### config.mk
export PLATFORM = sky130hd
export DESIGN_NAME = les_ram
export DESIGN_NICKNAME = d
export VERILOG_FILES = /design/src/rtl/les_ram.sv
export SDC_FILE = /design/constraint.sdc
export NUM_CORES = 1
export LEC_CHECK = 0
export BUFFER_PORTS_ARGS = -buffer_cell sky130_fd_sc_hd__clkbuf_2
export CAP_MARGIN = 20
export CORE_UTILIZATION = 53
export CTS_BUF_LIST = sky130_fd_sc_hd__clkbuf_2 sky130_fd_sc_hd__clkbuf_4 sky130_fd_sc_hd__clkbuf_8
export CTS_CLUSTER_SIZE = 16
export DETAILED_ROUTE_END_ITERATION = 8
export PLACE_DENSITY = 0.88
export SLEW_MARGIN = 20
export SYNTH_ARGS = -nofsm -noshare
export SYNTH_HDL_FRONTEND = slang
export SYNTH_SLANG_ARGS = --single-unit
### constraint.sdc
create_clock -name i_clk -period 1.2 [get_ports i_clk]
set_input_delay 0.24 -clock i_clk [delete_from_list [all_inputs] [get_ports i_clk]]
set_output_delay 0.24 -clock i_clk [all_outputs]
set_load 0.03 [all_outputs]
### src/rtl/les_ram.sv
// ----------------------------------------------------------------------------
// les_ram
// Generic single-port-write, single-port-read RAM with registered read data.
// ----------------------------------------------------------------------------
module les_ram #(
    parameter int WIDTH = 8,
    parameter int DEPTH = 2
) (
    input  logic                     i_clk,
    input  logic                     i_we,
    input  logic [$clog2(DEPTH)-1:0] i_waddr,
    input  logic [WIDTH-1:0]         i_wdata,
    input  logic                     i_re,
    input  logic [$clog2(DEPTH)-1:0] i_raddr,
    output logic [WIDTH-1:0]         o_rdata
);

    logic [WIDTH-1:0] r_mem [DEPTH];
    logic [WIDTH-1:0] r_rdata;

    always_ff @(posedge i_clk) begin
        if (i_we) begin
            r_mem[i_waddr] <= i_wdata;
        end
        if (i_re) begin
            r_rdata <= r_mem[i_raddr];
        end
    end

    assign o_rdata = r_rdata;

endmodule

* After elaboration in Yosys (flattened, before gate mapping)
Memories as Yosys holds them, arrays and structs flattened. A register that Yosys moved wholly into a read port is not among the register bits.
Cells that the tools add are included.
** Word-level totals
- Output and inout port bits :: 8
- Bits in writable memories :: 16
- Word-level logic and storage cells :: 3
- Input port bits :: 13
- Flip-flop bits (word level) :: 0
- Memories kept :: 1
** Operators by class
- Multiplexer cells :: 2
** Memory list
- r_mem :: words 2, bits a word 8, read ports 1, clocked after Yosys merged registers in 1, wr ports 1, line 18 : logic [WIDTH-1:0] r_mem [DEPTH];
** Operators with widths (number)
- 1-bit 2-to-1 mux :: 2

* Depth between registers and ports, before layout
Gate-level depths: netlist of the first run.
- Word-level depth :: 2
- Gate-level depth with buffers :: 2
- Depth with buffers taken out :: 1

* Worst setup path after synthesis of the first run
Ideal clock, no wire load.
- Kind :: input-to-reg
- Start :: in i_we
- End :: mem r_mem[0][0], enable pin
- Stages on the path :: 1
- Setup time :: 0.373 ns
- Required time :: 0.827 ns
- Slack :: 0.167 ns
- Arrival time :: 0.660 ns
- Cell sequence :: nor2b_1
** Between the ends
- Longest elaborated chain between the ends :: 2
** RTL lines
- start, declared :: line 10 : input logic i_we,
- 1-bit 2-to-1 mux :: line 22 : if (i_we) begin
- 1-bit 2-to-1 mux (not written as such) :: line 23 : r_mem[i_waddr] <= i_wdata;
- end, declared :: line 18
Every way passes these cells.

* Final worst setup path of the first run
- Start :: reg r_rdata[1], in the netlist o_rdata[1], read port of r_mem
- End :: out o_rdata[1]
** RTL lines
- start, declared :: line 19 : logic [WIDTH-1:0] r_rdata;
- end, declared :: line 15 : output logic [WIDTH-1:0] o_rdata
No word-level cell between the ends.

==> results of run 1 <==
-- kinds of logic (layout without fill, tap and decap cells) --
| group | Yosys count | after routing | synth area share [%] |
|---|---|---|---|
| flops | 24 | 24 | 83.36 |
| simple gates | 2 | 2 | 1.448 |
| mux | 8 | 8 | 13.89 |
| buf+inv | 1 | 25 | 1.302 |
-- power groups by stage --
| stage | Sequential (µW) | Clock, µW | Combinational, µW |
|---|---|---|---|
| final | 1000 | 568 | 146 |
| after global routing | 1010 | 605 | 155 |
| after CTS | 1010 | 575 | 148 |
| after detailed placement | 1020 | 0 | 148 |
| after global placement | 1020 | 0 | 143 |
| after floorplan | 1060 | 0 | 57.3 |
-- state kept, by name, indices dropped and copies added, names as in the netlist --
name	count
o_rdata	8
r_mem	16
-- cell type report --
type                    instances  area (µm²)  area share (%)
repair buffers                 21       107.6           10.41
clock buffers                   3       22.52           2.179
multi-input cells              10       132.6           12.83
clock inverters                 1       30.03           2.906
flip-flops and latches         24       720.7           69.73
well taps                      16       20.02           1.937
-- worst paths after layout --
path,startpoint,end,cells after the start,slack [ns]
worst max-delay path,o_rdata[1],o_rdata[1],1,0.08
worst min-delay path,i_wdata[3],r_mem[0][3],1,0.11
worst max register to register,r_mem[0][7],o_rdata[7],1,0.29
worst min register to register,r_mem[0][4],o_rdata[4],1,0.56
-- per-stage QoR --
step / cells / utilization [%]
final: 75 / 68.60
after detailed placement: 71 / 65.12
after floorplan: 35 / -
after CTS: 75 / 68.60
after global placement: 71 / 65.12
after global routing: 75 / 68.60
-- per-layer routing --
layer / vias up / global-route usage [%]
met5: - / 0
met4: 0 / 13.13
met3: 4 / 2.586
met2: 18 / 21.85
met1: 162 / 14.77
li1: 187 / -
-- layout by cell type (no fill, tap or decap) --
cell type	count
edfxtp_1	24
clkbuf_2	20
mux2_4	8
clkbuf_4	3
nor2b_1	1
and2_1	1
bufinv_16	1
buf_4	1
-- cells in the mapped netlist --
| master | count | area share, % |
|---|---|---|
| edfxtp_1 | 24 | 83 |
| mux2_4 | 8 | 14 |
| and2_1 | 1 | 0.72 |
| buf_6 | 1 | 1.3 |
| nor2b_1 | 1 | 0.72 |
==> metrics.yaml, run 1 <==
outcome:
  status: "complete, no violations"
routing:
  antenna_left: 0
  drc: 0
  maxUsedRoutingLayer: "met4"
  first_iter_violations: 2
  first_pass_iters: 3
  via_per_inst: 4.947
  m1WireLength_um: 408
  wl_met3_um: 46
  wl_per_cell_um: 13.63
  dr_wl_met2_um: 528
  drt_wl_total_mm: 1.022
  vias: 371
placement:
  pre_cts_slack_ns: 0.1067
  place.gp.congestion: 0.6073
  port_buffers: 20
  placed_area_um2: 980.9
power_and_ir_drop:
  netSwitchingFraction_pct: 18.97
  p_clk_share_pct: 33.0
  switching_power_uw: 325.9
  power.total_uw: 1718
  internal_power_uw: 1392
  combPwrFrac_pct: 8.5
  p_per_area_nw_per_um2: 1663
  p_seq_share_pct: 58.5
  peakVddDrop_mv: 1.125
  leakage_uw: 0.0004151
clock_network:
  clkTransAtPathRegs_ns: 0.13
  h-tree-depth: 1
  root_buffer: "clkbuf_4"
  postCtsResizedCells: 0
  clock_sinks: 24
  clockBufferDepth: 2
  post_cts_buffers: 0
  hold_buffers: 0
  cts_buffers: 3
  insertion_delay_ns: 0.31
  cts_tree: "done"
timing:
  max_freq_mhz: 891.4
  worst_slew_pin_slew_ns: 0.3580
  finalCriticalPeriod_ns: 1.122
  hold_ws_ns: 0.1098
  rsz0062_at_grt: "false"
  skew_ns: 0.005924
  drv_slew: 0
  fin_tns_setup_ns: 0
  slew_headroom_pct: 76.13
  postLayoutSetupSlackWorst_ns: 0.07815
  hold_viol_final: 0
  period_share_pct: 93.49
  setup_viol: 0
setup_path:
  cp_num_buf_inv: 1
  crit_chain: "clkbuf_2"
  start_kind: "flip-flop"
  worst_ep_required_time_ns: 0.96
  arrival_ns: 0.88
  criticalPathCategory: "flip-flop to output pin"
  crit_path_max_incr_delay_ns: 0.39
  slowest_stage: "edfxtp_1"
  crit_fanout: 1
  crit_family: "flip-flops"
  endpoint_kind: "output pin"
min_path:
  hold_class: "input pin to flip-flop"
synthesis:
  synth_area_um2: 864.6
  synthesis.nets: 48
  seq_area_frac_synth_pct: 83.36
  ys_seq_elements: 24
  syn_inst: 35
  ys_warn_count: 0
  syn_area_per_cell_um2: 24.70
  synthDistinctLibCells: 5
finish:
  area_growth_pct: 19.54
  final_nets: 73
  fill_cells: 100
  fin_area_um2: 1033
  drive_above_1_share_pct: 55.93
  diodes: 0
floorplan:
  io_pins: 21
  die_area_um2: 1797
  dieWidth_um: 42.39
  start_util_pct: 57.39
  die_h_um: 42.39
  core_um2: 1506
  placementRows: 14
grt:
  antenna_found_initial: 0
  grt_usage_pct: 13.62
  grt_pass1_vias: 359
  grt_max_degree: 15
  grt-ovfl-total: 0
  grt_pass1_wl_mm: 1.614
flow_run:
  cap_violations: 0
Power figures use the tool's default switching activity.
==> inputs of run 2 (changes only) <==
Settings changed: PLACE_DENSITY 0.88 to 0.77.
==> run 2 against run 1 <==
Cell count shrank 1.3%. Clock power shrank 45%. Utilization shrank 2.0 points. Via count shrank 2.7%. Critical path depth is the same.
==> metrics.yaml, run 2 (synthesis results as in run 1) <==
power_and_ir_drop:
  p_seq_share_pct: 68.7
  internal_power_uw: 1171
  netSwitchingFraction_pct: 19.80
  leakage_uw: 0.0004010
  p_per_area_nw_per_um2: 1455
  switching_power_uw: 289.1
  peakVddDrop_mv: 0.9051
  p_clk_share_pct: 21.4
  combPwrFrac_pct: 9.9
setup_path:
  crit_path_max_incr_delay_ns: 0.38
  worst_ep_required_time_ns: 0.96
  endpoint_kind: "output pin"
  arrival_ns: 0.86
  rr_startpoint: "r_mem[0][7]"
  crit_fanout: 1
  cp_num_buf_inv: 1
  start_kind: "flip-flop"
  criticalPathCategory: "flip-flop to output pin"
  slowest_stage: "edfxtp_1"
  crit_chain: "clkbuf_2"
  crit_family: "flip-flops"
  crit_path_start: "o_rdata[0]"
floorplan:
  start_util_pct: 57.39
  core_um2: 1506
  die_h_um: 42.39
  dieWidth_um: 42.39
  die_area_um2: 1797
  io_pins: 21
  placementRows: 14
routing:
  drt_wl_total_um: 838
  first_iter_violations: 2
  first_pass_iters: 2
  antenna_left: 0
  vias: 361
  wl_per_cell_um: 11.32
  via_per_inst: 4.878
  drc: 0
clock_network:
  post_cts_buffers: 0
  clkTransAtPathRegs_ns: 0.11
  clockBufferDepth: 2
  insertion_delay_ns: 0.29
  cts_buffers: 3
  postCtsResizedCells: 0
  hold_buffers: 0
  clock_sinks: 24
  cts_tree: "done"
  root_buffer: "clkbuf_4"
  h-tree-depth: 1
timing:
  skew_ns: 0.0005571
  finalCriticalPeriod_ns: 1.099
  worst_slew_pin_slew_ns: 0.3451
  period_share_pct: 91.56
  fin_tns_setup_ns: 0
  hold_ws_ns: 0.1331
  drv_slew: 0
  hold_viol_final: 0
  rsz0062_at_grt: "false"
  slew_headroom_pct: 77.00
  max_freq_mhz: 910.2
  setup_viol: 0
  postLayoutSetupSlackWorst_ns: 0.1013
finish:
  final_nets: 73
  mostFrequentLayoutCells: "edfxtp_1 (24), clkbuf_2 (20), mux2_4 (8)"
  area_growth_pct: 16.06
  seqCellArea_um2: 720.7
  stdcell_count: 74
  largest_reg_flops: 16
  final_common_cell: "edfxtp_1"
  multi_input_area_um2: 132.6
  regMostFlops: "r_mem"
  diodes: 0
  fin_area_um2: 1003
  drive_above_1_share_pct: 55.17
  fill_cells: 103
outcome:
  status: "complete, no violations"
placement:
  port_buffers: 20
  pre_cts_slack_ns: 0.1204
  placed_area_um2: 980.9
  post-dp-hpwl_um: 645
  place.gp.congestion: 0.5834
  dp.cells: 71
grt:
  grt_usage_pct: 10.56
  grt-ovfl-total: 0
  grt_pass1_wl_mm: 1.400
  antenna_found_initial: 0
  grt_max_degree: 13
  grt_pass1_vias: 352
min_path:
  hp-start: "i_wdata[4]"
  hold_class: "input pin to flip-flop"
flow_run:
  cap_violations: 0
## run 2: cell count changes in the layout (fill, tap and decap cells not counted), sizes merged
cell    delta
bufinv     -1
## run 2: layout make-up
cell class	count	share of cell area, %
Sequential cell	24	71.82
Multi-Input combinational cell	10	13.22
Timing Repair Buffer	21	10.72
Clock buffer	3	2.244
Tap cell	16	1.995
## run 2: through the flow
stage,total power [µW],utilization (%)
floorplan,1120,-
global placement,1166,65.12
detailed placement,1170,65.12
CTS,1477,66.61
global route,1524,66.61
finish,1460,66.61
## run 2: power by group through the flow
stage                     Sequential [µW]  Clock, µW  Combinational, µW
after floorplan                      1060          0               57.3
after detailed placement             1020          0                147
after CTS                            1000        326                147
final                                1000        313                145
after global placement               1020          0                144
after global routing                 1010        362                154
## run 2: final timing paths
kind,to,slack (ns),cells past startpoint
setup reg to reg,o_rdata[7],0.30,1
setup / recovery,o_rdata[0],0.10,1
hold reg to reg,o_rdata[0],0.56,1
hold / removal,r_mem[1][4],0.13,1
## run 2: layer usage
layer  track usage [%]  up-vias  routed length (µm)  part of all wire, %
met4             3.750        0                   0                    0
met3             3.017        0                  51                  6.1
met5                 0        -                   0                    0
li1                  -      187                   -                    -
met1             13.31      158                 376                   45
met2             17.54       16                 410                   49
