## src/rtl/les_pkg.sv

```systemverilog
// ----------------------------------------------------------------------------
// les_pkg
// Shared constants, types and helper functions of the Laplacian edge stream.
// ----------------------------------------------------------------------------
package les_pkg;

    localparam int MAX_WIDTH     = 1024;
    localparam int MAX_HEIGHT    = 1024;

    localparam int PIX_W         = 8;
    localparam int DIM_W         = 11;
    localparam int CFG_IDX_W     = 1;

    localparam int COL_W         = $clog2(MAX_WIDTH);
    localparam int WCNT_W        = $clog2(MAX_WIDTH + 1);
    localparam int RCNT_W        = $clog2(MAX_HEIGHT + 1);

    localparam int WIDTH_RESET   = 640;
    localparam int HEIGHT_RESET  = 480;

    localparam int CENTRE_WEIGHT = 4;
    localparam int EDGE_MAX      = 255;
    localparam int ACC_W         = 12;

    localparam int OUTQ_DEPTH    = 4;
    localparam int OUTQ_PTR_W    = $clog2(OUTQ_DEPTH);
    localparam int OUTQ_CNT_W    = $clog2(OUTQ_DEPTH + 1);

    typedef enum logic [CFG_IDX_W-1:0] {
        REG_IMAGE_WIDTH  = 1'b0,
        REG_IMAGE_HEIGHT = 1'b1
    } t_cfg_reg;

    typedef enum logic {
        CMD_PIXEL = 1'b0,
        CMD_FLUSH = 1'b1
    } t_cmd;

    // one line buffer entry: row before last and last row at one column
    typedef struct packed {
        logic [PIX_W-1:0] a;
        logic [PIX_W-1:0] b;
    } t_entry;

    typedef struct packed {
        logic [PIX_W-1:0] edge_value;
        logic             frame_last;
    } t_res;

    function automatic int clamp_dim(input logic [DIM_W-1:0] value, input int max_value);
        int v;
        v = int'(value);
        if (v == 0) begin
            return 1;
        end
        if (v > max_value) begin
            return max_value;
        end
        return v;
    endfunction

    function automatic logic [PIX_W-1:0] edge_finish(input logic signed [ACC_W-1:0] value);
        logic [ACC_W-1:0] mag;
        mag = value[ACC_W-1] ? ACC_W'(-value) : ACC_W'(value);
        if (mag > ACC_W'(EDGE_MAX)) begin
            return PIX_W'(EDGE_MAX);
        end
        return PIX_W'(mag);
    endfunction

endpackage

```

## src/rtl/les_outq.sv

```systemverilog
// ----------------------------------------------------------------------------
// les_outq
// Small result queue between the compute stage and the output channel.
// ----------------------------------------------------------------------------
module les_outq (
    input  logic                           i_clk,
    input  logic                           i_rst_n,
    input  logic                           i_push,
    input  les_pkg::t_res                  i_wdata,
    input  logic                           i_pop,
    output les_pkg::t_res                  o_rdata,
    output logic [les_pkg::OUTQ_CNT_W-1:0] o_count
);
    import les_pkg::*;

    t_res                  r_mem [OUTQ_DEPTH];
    logic [OUTQ_PTR_W-1:0] r_wr_ptr;
    logic [OUTQ_PTR_W-1:0] r_rd_ptr;
    logic [OUTQ_CNT_W-1:0] r_count;

    always_ff @(posedge i_clk) begin
        if (i_push) begin
            r_mem[r_wr_ptr] <= i_wdata;
        end
    end

    always_ff @(posedge i_clk) begin
        if (!i_rst_n) begin
            r_wr_ptr <= '0;
            r_rd_ptr <= '0;
            r_count  <= '0;
        end else begin
            if (i_push) begin
                r_wr_ptr <= r_wr_ptr + OUTQ_PTR_W'(1);
            end
            if (i_pop) begin
                r_rd_ptr <= r_rd_ptr + OUTQ_PTR_W'(1);
            end
            case ({i_push, i_pop})
                2'b10:   r_count <= r_count + OUTQ_CNT_W'(1);
                2'b01:   r_count <= r_count - OUTQ_CNT_W'(1);
                default: r_count <= r_count;
            endcase
        end
    end

    assign o_rdata = r_mem[r_rd_ptr];
    assign o_count = r_count;

    a_no_overflow: assert property (@(posedge i_clk) disable iff (!i_rst_n)
        i_push |-> (r_count < OUTQ_CNT_W'(OUTQ_DEPTH)))
        else $error("result queue overflow");

    a_no_underflow: assert property (@(posedge i_clk) disable iff (!i_rst_n)
        i_pop |-> (r_count != '0))
        else $error("result queue underflow");

endmodule

```

## config.mk

```make
export PLATFORM = sky130hd
export DESIGN_NAME = les_outq
export DESIGN_NICKNAME = d
export VERILOG_FILES = /design/src/rtl/les_pkg.sv /design/src/rtl/les_outq.sv
export SDC_FILE = /design/constraint.sdc
export NUM_CORES = 1
export LEC_CHECK = 0
export BUFFER_PORTS_ARGS = -buffer_cell sky130_fd_sc_hd__buf_4
export CORE_ASPECT_RATIO = 0.75
export CORE_MARGIN = 3
export CORE_UTILIZATION = 40
export CTS_BUF_LIST = sky130_fd_sc_hd__clkbuf_8
export DETAILED_ROUTE_END_ITERATION = 10
export SLEW_MARGIN = 10
export SYNTH_ARGS = -nofsm -noshare
export SYNTH_HDL_FRONTEND = slang
export SYNTH_SLANG_ARGS = --single-unit
```

## constraint.sdc

```tcl
create_clock -name i_clk -period 2.65 [get_ports i_clk]
set_clock_uncertainty 0.1 [all_clocks]
set_input_delay 0.53 -clock i_clk [delete_from_list [all_inputs] [get_ports i_clk]]
set_output_delay 0.53 -clock i_clk [all_outputs]
set_load 0.1 [all_outputs]
```

# Yosys cells after proc, flatten, opt, wreduce, memory -nomap -nowiden

Memory sizes are Yosys's and may differ from the RTL's. A register that Yosys moved wholly into a read port is not among the register bits.
Cells that the tools add are included.

Flip-flop bits (word level): 7
Bits in latches: 0
Memory bits (writable): 36
Bits in read-only memories: 0
Input bits: 13
Output and inout port bits: 12
Word-level logic and storage cells: 16
Memories kept: 1

Memories:

| name  | words | width | read ports | clocked after memory_dff | wr ports | line           | source |
|---|---|---|---|---|---|---|---|
| r_mem | 4     | 9     | 1          | 1                        | 1        | les_outq.sv:16 | `t_res r_mem [OUTQ_DEPTH];` |

Add/subtract/negate cells: 4
Multipliers: 0
Divide/modulo/power cells: 0
$lt $le $gt $ge: 0
Eq/ne operators: 2
Shifts and indexed selects: 0
Muxes and demuxes: 5
Bitwise operators: 0
Reductions and logical operators: 1

Operators with widths:

| cell                                             | count |
|---|---|
| one-hot mux 3 bit (2 select lines)               | 1 |
| adder 2 x 1 -> 2 bit, second input constant      | 2 |
| two-way mux 2 bit                                | 2 |
| adder 3 x 1 -> 3 bit, second input constant      | 1 |
| subtractor 3 x 1 -> 3 bit, second input constant | 1 |
| == test 2 x 1 -> 1 bit, second input constant    | 1 |
| == test 2 bit, second input constant             | 1 |
| two-way mux 1 bit                                | 2 |
| nonzero test 2 bit                               | 1 |

# Longest topological paths before layout

Gate-level depths: netlist of run 1.

Word-level depth: 3
Depth in mapped cells: 7
Mapped depth without buffers: 7

# Worst setup path after synthesis of run 1

OpenSTA, ideal clock, no wires.

Kind: reg-to-reg
Start: register r_count[1], in the netlist o_count[1]
End: register r_count[2], in the netlist o_count[2]
Setup time: 0.070 ns
Arrival time: 2.141 ns
Required time: 2.480 ns
Slack: 0.339 ns
Cell stages (with the launch flop): 6
Buffers on the path: 0
Clock period less this slack: 2.311 ns
Cell sequence: dfxtp_1 > inv_1 > fa_1 > xor2_1 > or3_1 > a21boi_1

Word-level cells in the longest chain between the ends: 2
Elaborated cells between the ends (all ways): 3
Classes of those cells: add/sub: 2; mux: 1

Ends and longest elaborated chain:

| item                                                                     | line                           | source |
|---|---|---|
| from (decl)                                                              | les_outq.sv:19                 | `logic [OUTQ_CNT_W-1:0] r_count;` |
| from (signal assigned)                                                   | les_outq.sv:40                 | `2'b10: r_count <= r_count + OUTQ_CNT_W'(1);` |
| from (signal assigned)                                                   | les_outq.sv:41                 | `2'b01: r_count <= r_count - OUTQ_CNT_W'(1);` |
| from (signal assigned)                                                   | les_outq.sv:42                 | `default: r_count <= r_count;` |
| subtractor 3 x 1 -> 3 bit / adder 3 x 1 -> 3 bit (equally long branches) | les_outq.sv:41, les_outq.sv:40 |  |
| one-hot mux 3 bit (2 select lines) (*)                                   | les_outq.sv:39                 | `case ({i_push, i_pop})` |

Mark *: on every way between the ends. The rest lies on a longest branch, timed or not.
A chain may end at the register's enable or synchronous reset.

==> flow_summary.ini, run 1 <==
[run_status]
outcome = completed

[timing]
timing.fmax_mhz = 455.4
tns_ns = 0
slew_headroom = 0.6688
report.final.setup_viol = 0
drv_slew = 0
period_share = 0.8287
rsz0062_at_grt = false
hold_viol_final = 0
period_needed_ns = 2.196
holdWs_ns = 0.3321
worst_pin_slew_ns = 0.4968

[min_path]
hold_depth = 1
holdCritStartpoint = i_wdata[1]
hold_end = r_mem[3][1]
hold_path.class = in -> reg

[power]
leakage_uw = 0.0007579
power_density_nw_per_um2 = 807.8
seq_power_share = 0.488
combinationalPowerShare = 0.223
switching_share = 0.2999
intPower_uw = 1184
power.switching_uw = 507.2
pwr-share-clk = 0.289
vdd_drop_max_v = 0.0003255

[yosys]
async_flop_share = 0
yosys_warnings = 0
syn_nets = 110
synth_common_cells = edfxtp_1 (36), and2_1 (10), dfxtp_1 (9), mux4_2 (9), inv_1 (6)
yosysMostFrequentCell = edfxtp_1
post_synth_num_cell_types = 17
seq_area_frac_synth = 0.7252
synthFlopType = edfxtp_1
syn_area_per_cell_um2 = 19.11
yosysTopAreaCellShare = 0.6216
ys_top_cells_by_area = edfxtp_1 (62%), mux4_2 (12%), dfxtp_1 (10%), and2_1 (3.6%), ha_1 (3.6%)
netlist_area_um2 = 1739
yosysTopAreaCell = edfxtp_1
ys_ff_latch = 45
syn_inst = 91
synth_edf_count = 36

[clock_tree]
cts_buffers = 5
cts_resized = 0
cts_tree = done
clock_latency_ns = 0.29
root_buffer = clkbuf_8
clkTransAtPathRegs_ns = 0.08
cts_buffer_depth = 2
post-cts-setup-buffers = 0
htreeDepth = 2
cts_hold_buf = 0
clock-sinks = 45

[global_routing]
grtUsageTotal = 0.1226
use_met1 = 0.1667
grt_pass1_wl_mm = 4.443
top_usage_layer = met2
grt_max_degree = 14
grt-ovfl-total = 0
grt_pass1_vias = 859
antenna_found_initial = 0
grtUsageMet2 = 0.1724
use_met3 = 0.04000

[worst_setup_path]
endpoint_kind = output pin
r2r-end = o_count[2]
cp_slowest_cell = mux4_2
cpMostUsedCell = buf_4
rrSetupSlack_ns = 1.03
path_cells = buf_4 > mux4_2 > buf_4
crit_fanout = 5
cp.required_ns = 2.02
worstRegToRegCells = 5
crit_type = reg -> out
worstPathArrival_ns = 1.57
cp-start-kind = flop
r2r_start = o_count[1]
cpPeakStageDelay_ns = 0.51

[floorplan]
coreArea_um2 = 4129
io_pins = 25
initial_core_util = 0.4212
dieArea_um2 = 5183
placementRows = 20
dieHeight_um = 63.11
die_width_um = 82.14

[detailed_routing]
routedWlPerCell_um = 14.93
firstDrtPassIters = 4
remaining_drc_errors = 0
drt_iter0_markers = 29
vias = 845
viasPerCell = 4.747
wl_mm = 2.658
postRouteAntennaNets = 0

[placement]
hpwl_mm = 1.848
port_buffers = 24
gp_congestion = 0.6471
dp.cells = 170

[final_layout]
stdcell_count = 178
layout.area.seq_um2 = 1261
num_antenna_cells = 0
nets = 141
syn_to_final_growth_pct = 20.36
fill_cells = 339
drive_above_1_share = 0.3333
multi_input_area_um2 = 439.2

[run]
cap_violations = 0
area by class of cell:
class,count,share of cell area
Multi-Input combinational cell,38,0.2098
Tap cell,55,0.03288
Clock inverter,3,0.01793
Clock buffer,5,0.03288
Inverter,6,0.01076
Timing Repair Buffer,26,0.09325
Sequential cell,45,0.6025
cells in the final DEF (no fill, tap or decap), types with 2 or more instances in the layout:
cell type   n
mux4_2      9
nand2_1     2
ha_1        5
xnor2_1     2
dfxtp_1     9
clkbuf_8    5
and2_1     10
edfxtp_1   36
inv_1       7
xor2_1      3
buf_4      26
o21ai_0     2
cell families after synthesis:
| kind of cell | count (synthesis) | share of synthesized area |
|---|---|---|
| muxes | 10 | 0.1223 |
| AOI/OAI and AO/OA | 3 | 0.01007 |
| adders and majority gates | 6 | 0.04748 |
| buffers and inverters | 8 | 0.02230 |
| DFF | 45 | 0.7252 |
| xor gates and xnor gates | 5 | 0.02518 |
| and+or+nand+nor | 14 | 0.04749 |
through the flow:
step                worst slack [ns]  area [um2]  utilization  total power [uW]
global placement              0.5659        1987       0.4812              1218
CTS                           0.4055        2093       0.5070              1715
detailed placement            0.5291        1987       0.4812              1224
floorplan                     0.3389        1739            -              1136
finish                        0.4539        2093       0.5070              1691
global route                  0.3589        2093       0.5070              1762
routing by layer:
| metal | up-vias | share of wire |
|---|---|---|
| met5 | - | 0 |
| met4 | 0 | 0.021 |
| met3 | 5 | 0.054 |
| met2 | 23 | 0.50 |
| met1 | 420 | 0.42 |
| li1 | 397 | - |
flip-flops by register name (all words and copies together) (netlist names), named ones only:
signal	count
o_count	3
r_mem	36
r_rd_ptr	2
r_wr_ptr	2
critical path: cells and delay by family (launching register included):
family | cells | cell delay (ns)
mux | 1 | 0.51
buf+inv | 2 | 0.42
flops | 1 | 0.34
power groups by stage:
stage / Clock, uW / Sequential, uW / Combinational [uW]
global placement: 0 / 840 / 378
detailed placement: 0 / 843 / 381
floorplan: 0 / 880 / 256
global route: 534 / 830 / 398
finish: 489 / 825 / 376
CTS: 507 / 826 / 381
how the worst max path moves through the flow:
stage	depth (start not counted)	to	slack (ns)	startpoint
2_1_floorplan	5	o_count[2]	0.34	o_count[1]
3_3_place_gp	8	o_count[2]	0.57	i_push
3_5_place_dp	8	o_count[2]	0.53	i_push
4_1_cts	2	o_rdata[2]	0.41	flop
5_1_grt	2	o_rdata[1]	0.36	flop
6_report	3	o_rdata[2]	0.45	flop
No activity file was read; power rests on OpenSTA's default activity.
==> run 2, diff against run 1 <==
==> constraint.sdc (replaced) <==
create_clock -name i_clk -period 2.2 [get_ports i_clk]
set_clock_uncertainty 0.1 [all_clocks]
set_input_delay 0.44 -clock i_clk [delete_from_list [all_inputs] [get_ports i_clk]]
set_output_delay 0.44 -clock i_clk [all_outputs]
set_load 0.1 [all_outputs]
==> run 2 against run 1 <==
Sequential share of layout area is 0.85 points higher. Wire length is 4.6% higher. Die area stayed put. Clock power is 3% lower. Critical path depth stayed put. Register-to-register slack worse by 0.44 ns. Sequential power is 21% higher. Non-clock buffer count is 1 lower.
==> flow_summary.ini, run 2 (synthesized netlist as in run 1, its figures left out) <==
[final_layout]
largest-register = r_mem
fill_cells = 364
final_cell_mix = edfxtp_1 (36), buf_4 (24), and2_1 (10)
finish.utilization = 0.5009
largest_register_ffs = 36
stdcell_count = 177
drive_above_1_share = 0.3525
num_antenna_cells = 0
syn_to_final_growth_pct = 18.92
final_common_cell = edfxtp_1
nets = 140

[global_routing]
grt_pass1_vias = 891
top_usage_layer = met2
antenna_found_initial = 0
grt-ovfl-total = 0
grt_pass1_wl_mm = 4.595
grtUsageMet2 = 0.1966
grt_max_degree = 14
use_met3 = 0.04286
use_met1 = 0.1622
grtUsageTotal = 0.1264

[run]
cap_violations = 0

[floorplan]
placementRows = 20
dieHeight_um = 63.11
dieArea_um2 = 5183
initial_core_util = 0.4212
die_width_um = 82.14
io_pins = 25
coreArea_um2 = 4129

[timing]
rsz0062_at_grt = false
report.final.setup_viol = 0
tns_ns = 0
period_share = 0.9611
drv_slew = 0
timing.fmax_mhz = 472.9
worst_pin_slew_ns = 0.5188
period_needed_ns = 2.114
hold_viol_final = 0
slew_headroom = 0.6541

[power]
leakage_uw = 0.0007465
power_density_nw_per_um2 = 930.0
vdd_drop_max_v = 0.0003564

[clock_tree]
cts_tree = done
clock_latency_ns = 0.29
cts_buffer_depth = 2
clkTransAtPathRegs_ns = 0.08
clock-sinks = 45
root_buffer = clkbuf_8
htreeDepth = 2
cts_buffers = 5

[placement]
gp_congestion = 0.6467
hpwl_mm = 1.898
dp.cells = 169
port_buffers = 24

[worst_setup_path]
cp_slowest_cell = mux4_2
crit_type = reg -> out
cp-start-kind = flop
worstPathArrival_ns = 1.57
path_cells = buf_6 > mux4_2 > buf_4
endpoint_kind = output pin
cpPeakStageDelay_ns = 0.53
crit_fanout = 9
cp.required_ns = 1.66
worstRegToRegCells = 5

[detailed_routing]
routedWlPerCell_um = 15.71
wl_mm = 2.780
vias = 831
viasPerCell = 4.695
drt_iter0_markers = 20
firstDrtPassIters = 4
remaining_drc_errors = 0
postRouteAntennaNets = 0

[min_path]
hold_depth = 1
hold_path.class = in -> reg

[run_status]
outcome = completed
## run 2: changes by cell type in the layout (fill, tap and decap cells not counted)
cell / before / now
buf_4: 26 / 24
clkinv_2: 0 / 2
dfxtp_1: 9 / 7
dfxtp_2: 0 / 2
buf_6: 0 / 1
bufinv_16: 1 / 0
clkinv_1: 1 / 0
## run 2: final cells by class
| cell class | instances | area, um2 | area share |
|---|---|---|---|
| sequential | 45 | 1264 | 0.6110 |
| multi-input combinational | 38 | 439.2 | 0.2123 |
| timing repair buffer | 25 | 191.4 | 0.09256 |
| clock buffer | 5 | 68.82 | 0.03327 |
| tap | 55 | 68.82 | 0.03327 |
| inverter | 6 | 22.52 | 0.01089 |
| clock inverter | 3 | 13.76 | 0.006655 |
## run 2: what timing repair did
item	in CTS	in global routing
setup buffers	0	0
gates resized for setup	0	1
setup endpoints to repair	0	9
hold buffers	0	0
## run 2: routing by layer
metal,vias up,part of all wire
met4,0,0.015
met3,5,0.044
met2,16,0.50
met5,-,0
li1,396,-
met1,414,0.45
## run 2: final timing paths
kind / start / to / slack [ns]
min: i_wdata[2] / r_mem[1][2] / 0.24
max: flop / o_rdata[4] / 0.09
min reg2reg: o_count[2] / o_count[2] / 0.39
max reg2reg: o_count[1] / o_count[2] / 0.59
## run 2: power by group
part / internal, uW / total, uW / switching (uW)
logic: 125 / 453 / 328
clock network: 215 / 474 / 259
registers: 971 / 996 / 25.3
## run 2: stage by stage
stage                     total power [uW]  setup WS (ns)  area [um2]  hold slack [ns]
after floorplan                       1370         0.2304        1742           0.4276
after global placement                1465         0.2154        1982           0.3667
after detailed placement              1474         0.1584        1982           0.3933
after CTS                             1945        0.01289        2064           0.2341
after global routing                  2001       0.004790        2068           0.2357
final                                 1923        0.08559        2068           0.2419
## run 2: critical path, delay by kind of cell (launching register included)
family | cells | cell delay [ns]
buf+inv | 2 | 0.42
mux | 1 | 0.53
flops | 1 | 0.33
==> run 3, diff against run 2 <==
--- a/config.mk
+++ b/config.mk
@@ -7,7 +7,6 @@
 export LEC_CHECK = 0
 export BUFFER_PORTS_ARGS = -buffer_cell sky130_fd_sc_hd__buf_4
 export CORE_ASPECT_RATIO = 0.75
-export CORE_MARGIN = 3
 export CORE_UTILIZATION = 40
 export CTS_BUF_LIST = sky130_fd_sc_hd__clkbuf_8
 export DETAILED_ROUTE_END_ITERATION = 10
==> run 3 against run 2 <==
Sequential share of layout area is 0.45 points lower. Sequential power hardly changed. Non-clock buffer count is 1 higher. First-iteration DRC count is 65% higher. Combinational power is 2% higher. Power is 0.26% higher. Global-route usage is 0.83 points higher. Critical endpoint is now o_rdata[3]. Largest cell class unchanged. Largest power group unchanged.
==> flow_summary.ini, run 3 (synthesized netlist as in run 1, its figures left out) <==
[clock_tree]
root_buffer = clkbuf_8
clkTransAtPathRegs_ns = 0.08
cts_tree = done
cts_hold_buf = 0
clock_latency_ns = 0.28
cts_buffers = 5
cts_buffer_depth = 2
htreeDepth = 2
post-cts-setup-buffers = 0
clock-sinks = 45

[final_layout]
final_common_cell = edfxtp_1
drive_above_1_share = 0.3496
nets = 141
syn_to_final_growth_pct = 19.93
num_antenna_cells = 0
largest-register = r_mem
final_cell_mix = edfxtp_1 (36), buf_4 (22), and2_1 (10)
largest_register_ffs = 36

[timing]
period_share = 0.9648
timing.fmax_mhz = 471.1
drv_slew = 0
setup_slack_ns = 0.07736
rsz0062_at_grt = false
tns_ns = 0
hold_viol_final = 0
worst_pin_slew_ns = 0.4987
slew_headroom = 0.6675
period_needed_ns = 2.123
report.final.setup_viol = 0

[floorplan]
dieArea_um2 = 4618
dieHeight_um = 59.11
die_width_um = 78.14
coreArea_um2 = 4104
initial_core_util = 0.4238
io_pins = 25
placementRows = 20

[min_path]
hold_path.class = in -> reg
hold_depth = 1

[detailed_routing]
viasPerCell = 4.725
wl_mm = 2.764
vias = 841
remaining_drc_errors = 0
drt_iter0_markers = 33
firstDrtPassIters = 4
routedWlPerCell_um = 15.53
postRouteAntennaNets = 0

[worst_setup_path]
endpoint_kind = output pin
worstRegToRegCells = 5
crit_fanout = 4
cp-start-kind = flop
worstPathArrival_ns = 1.58
cp.required_ns = 1.66
crit_type = reg -> out

[global_routing]
grt_pass1_wl_mm = 4.402
grtUsageTotal = 0.1347
grt_pass1_vias = 882
grt-ovfl-total = 0
grt_max_degree = 14
antenna_found_initial = 0

[placement]
pre_cts_slack_ns = 0.1671
port_buffers = 24
gp_congestion = 0.7113
hpwl_mm = 1.913

[power]
leakage_uw = 0.0007549
vdd_drop_max_v = 0.0003680
intPower_uw = 1317
pwr-share-clk = 0.242
switching_share = 0.3170
combinationalPowerShare = 0.240
power.switching_uw = 611.4
power_density_nw_per_um2 = 924.6
seq_power_share = 0.518

[run]
cap_violations = 0

[run_status]
outcome = completed
## run 3: changes by cell type in the layout (fill, tap and decap cells not counted)
cell	change
clkinv_1	+1
buf_6	+3
dfxtp_2	+1
dfxtp_1	-1
buf_4	-2
clkinv_2	-2
inv_1	+1
## run 3: metal layers
layer	global-route usage	wire length (um)	vias to the layer above
met1	0.1550	1210	424
met4	0.05556	32	0
met3	0.04462	100	4
li1	-	-	398
met5	0	0	-
met2	0.2356	1421	15
## run 3: critical path, stage by stage (launching register included)
cell and delay [ns]:
dfxtp_2 0.39, buf_4 0.16, mux4_2 0.49, buf_4 0.25
## run 3: per-stage QoR
| step | hold WS (ns) | instance area (um2) | instances | power, uW | util |
|---|---|---|---|---|---|
| finish | 0.2441 | 2086 | 178 | 1929 | 0.5082 |
| global route | 0.2383 | 2086 | 178 | 2002 | 0.5082 |
| CTS | 0.2399 | 2071 | 178 | 1936 | 0.5046 |
| detailed placement | 0.3871 | 1989 | 170 | 1476 | 0.4848 |
| global placement | 0.3691 | 1989 | 170 | 1464 | 0.4848 |
| floorplan | 0.4276 | 1742 | 91 | 1370 | - |
## run 3: worst paths after layout
check / from / endpoint / slack [ns]
setup reg to reg: o_count[1] / o_count[2] / 0.58
hold reg to reg: o_count[2] / o_count[2] / 0.40
hold / removal: i_wdata[6] / r_mem[0][6] / 0.24
setup / recovery: flop / o_rdata[3] / 0.08
## run 3: cell type report
type / count / area, um2
fillers: 365 / 2018
well taps: 55 / 68.82
flip-flops and latches: 45 / 1265
repair buffers: 26 / 210.2
clock buffers: 5 / 68.82
clock inverters: 3 / 11.26
multi-input cells: 38 / 439.2
inverters: 6 / 22.52
## run 3: power groups by stage
stage	Sequential (uW)	Clock, uW	Combinational (uW)
floorplan	1060	0	309
global placement	1020	0	448
detailed placement	1020	0	457
CTS	1000	478	458
global route	1010	512	484
finish	999	467	462
## run 3: timing repair
action,in CTS,in global routing
pin swaps,0,0
endpoints found under the setup margin,7,4
resized for setup,1,4
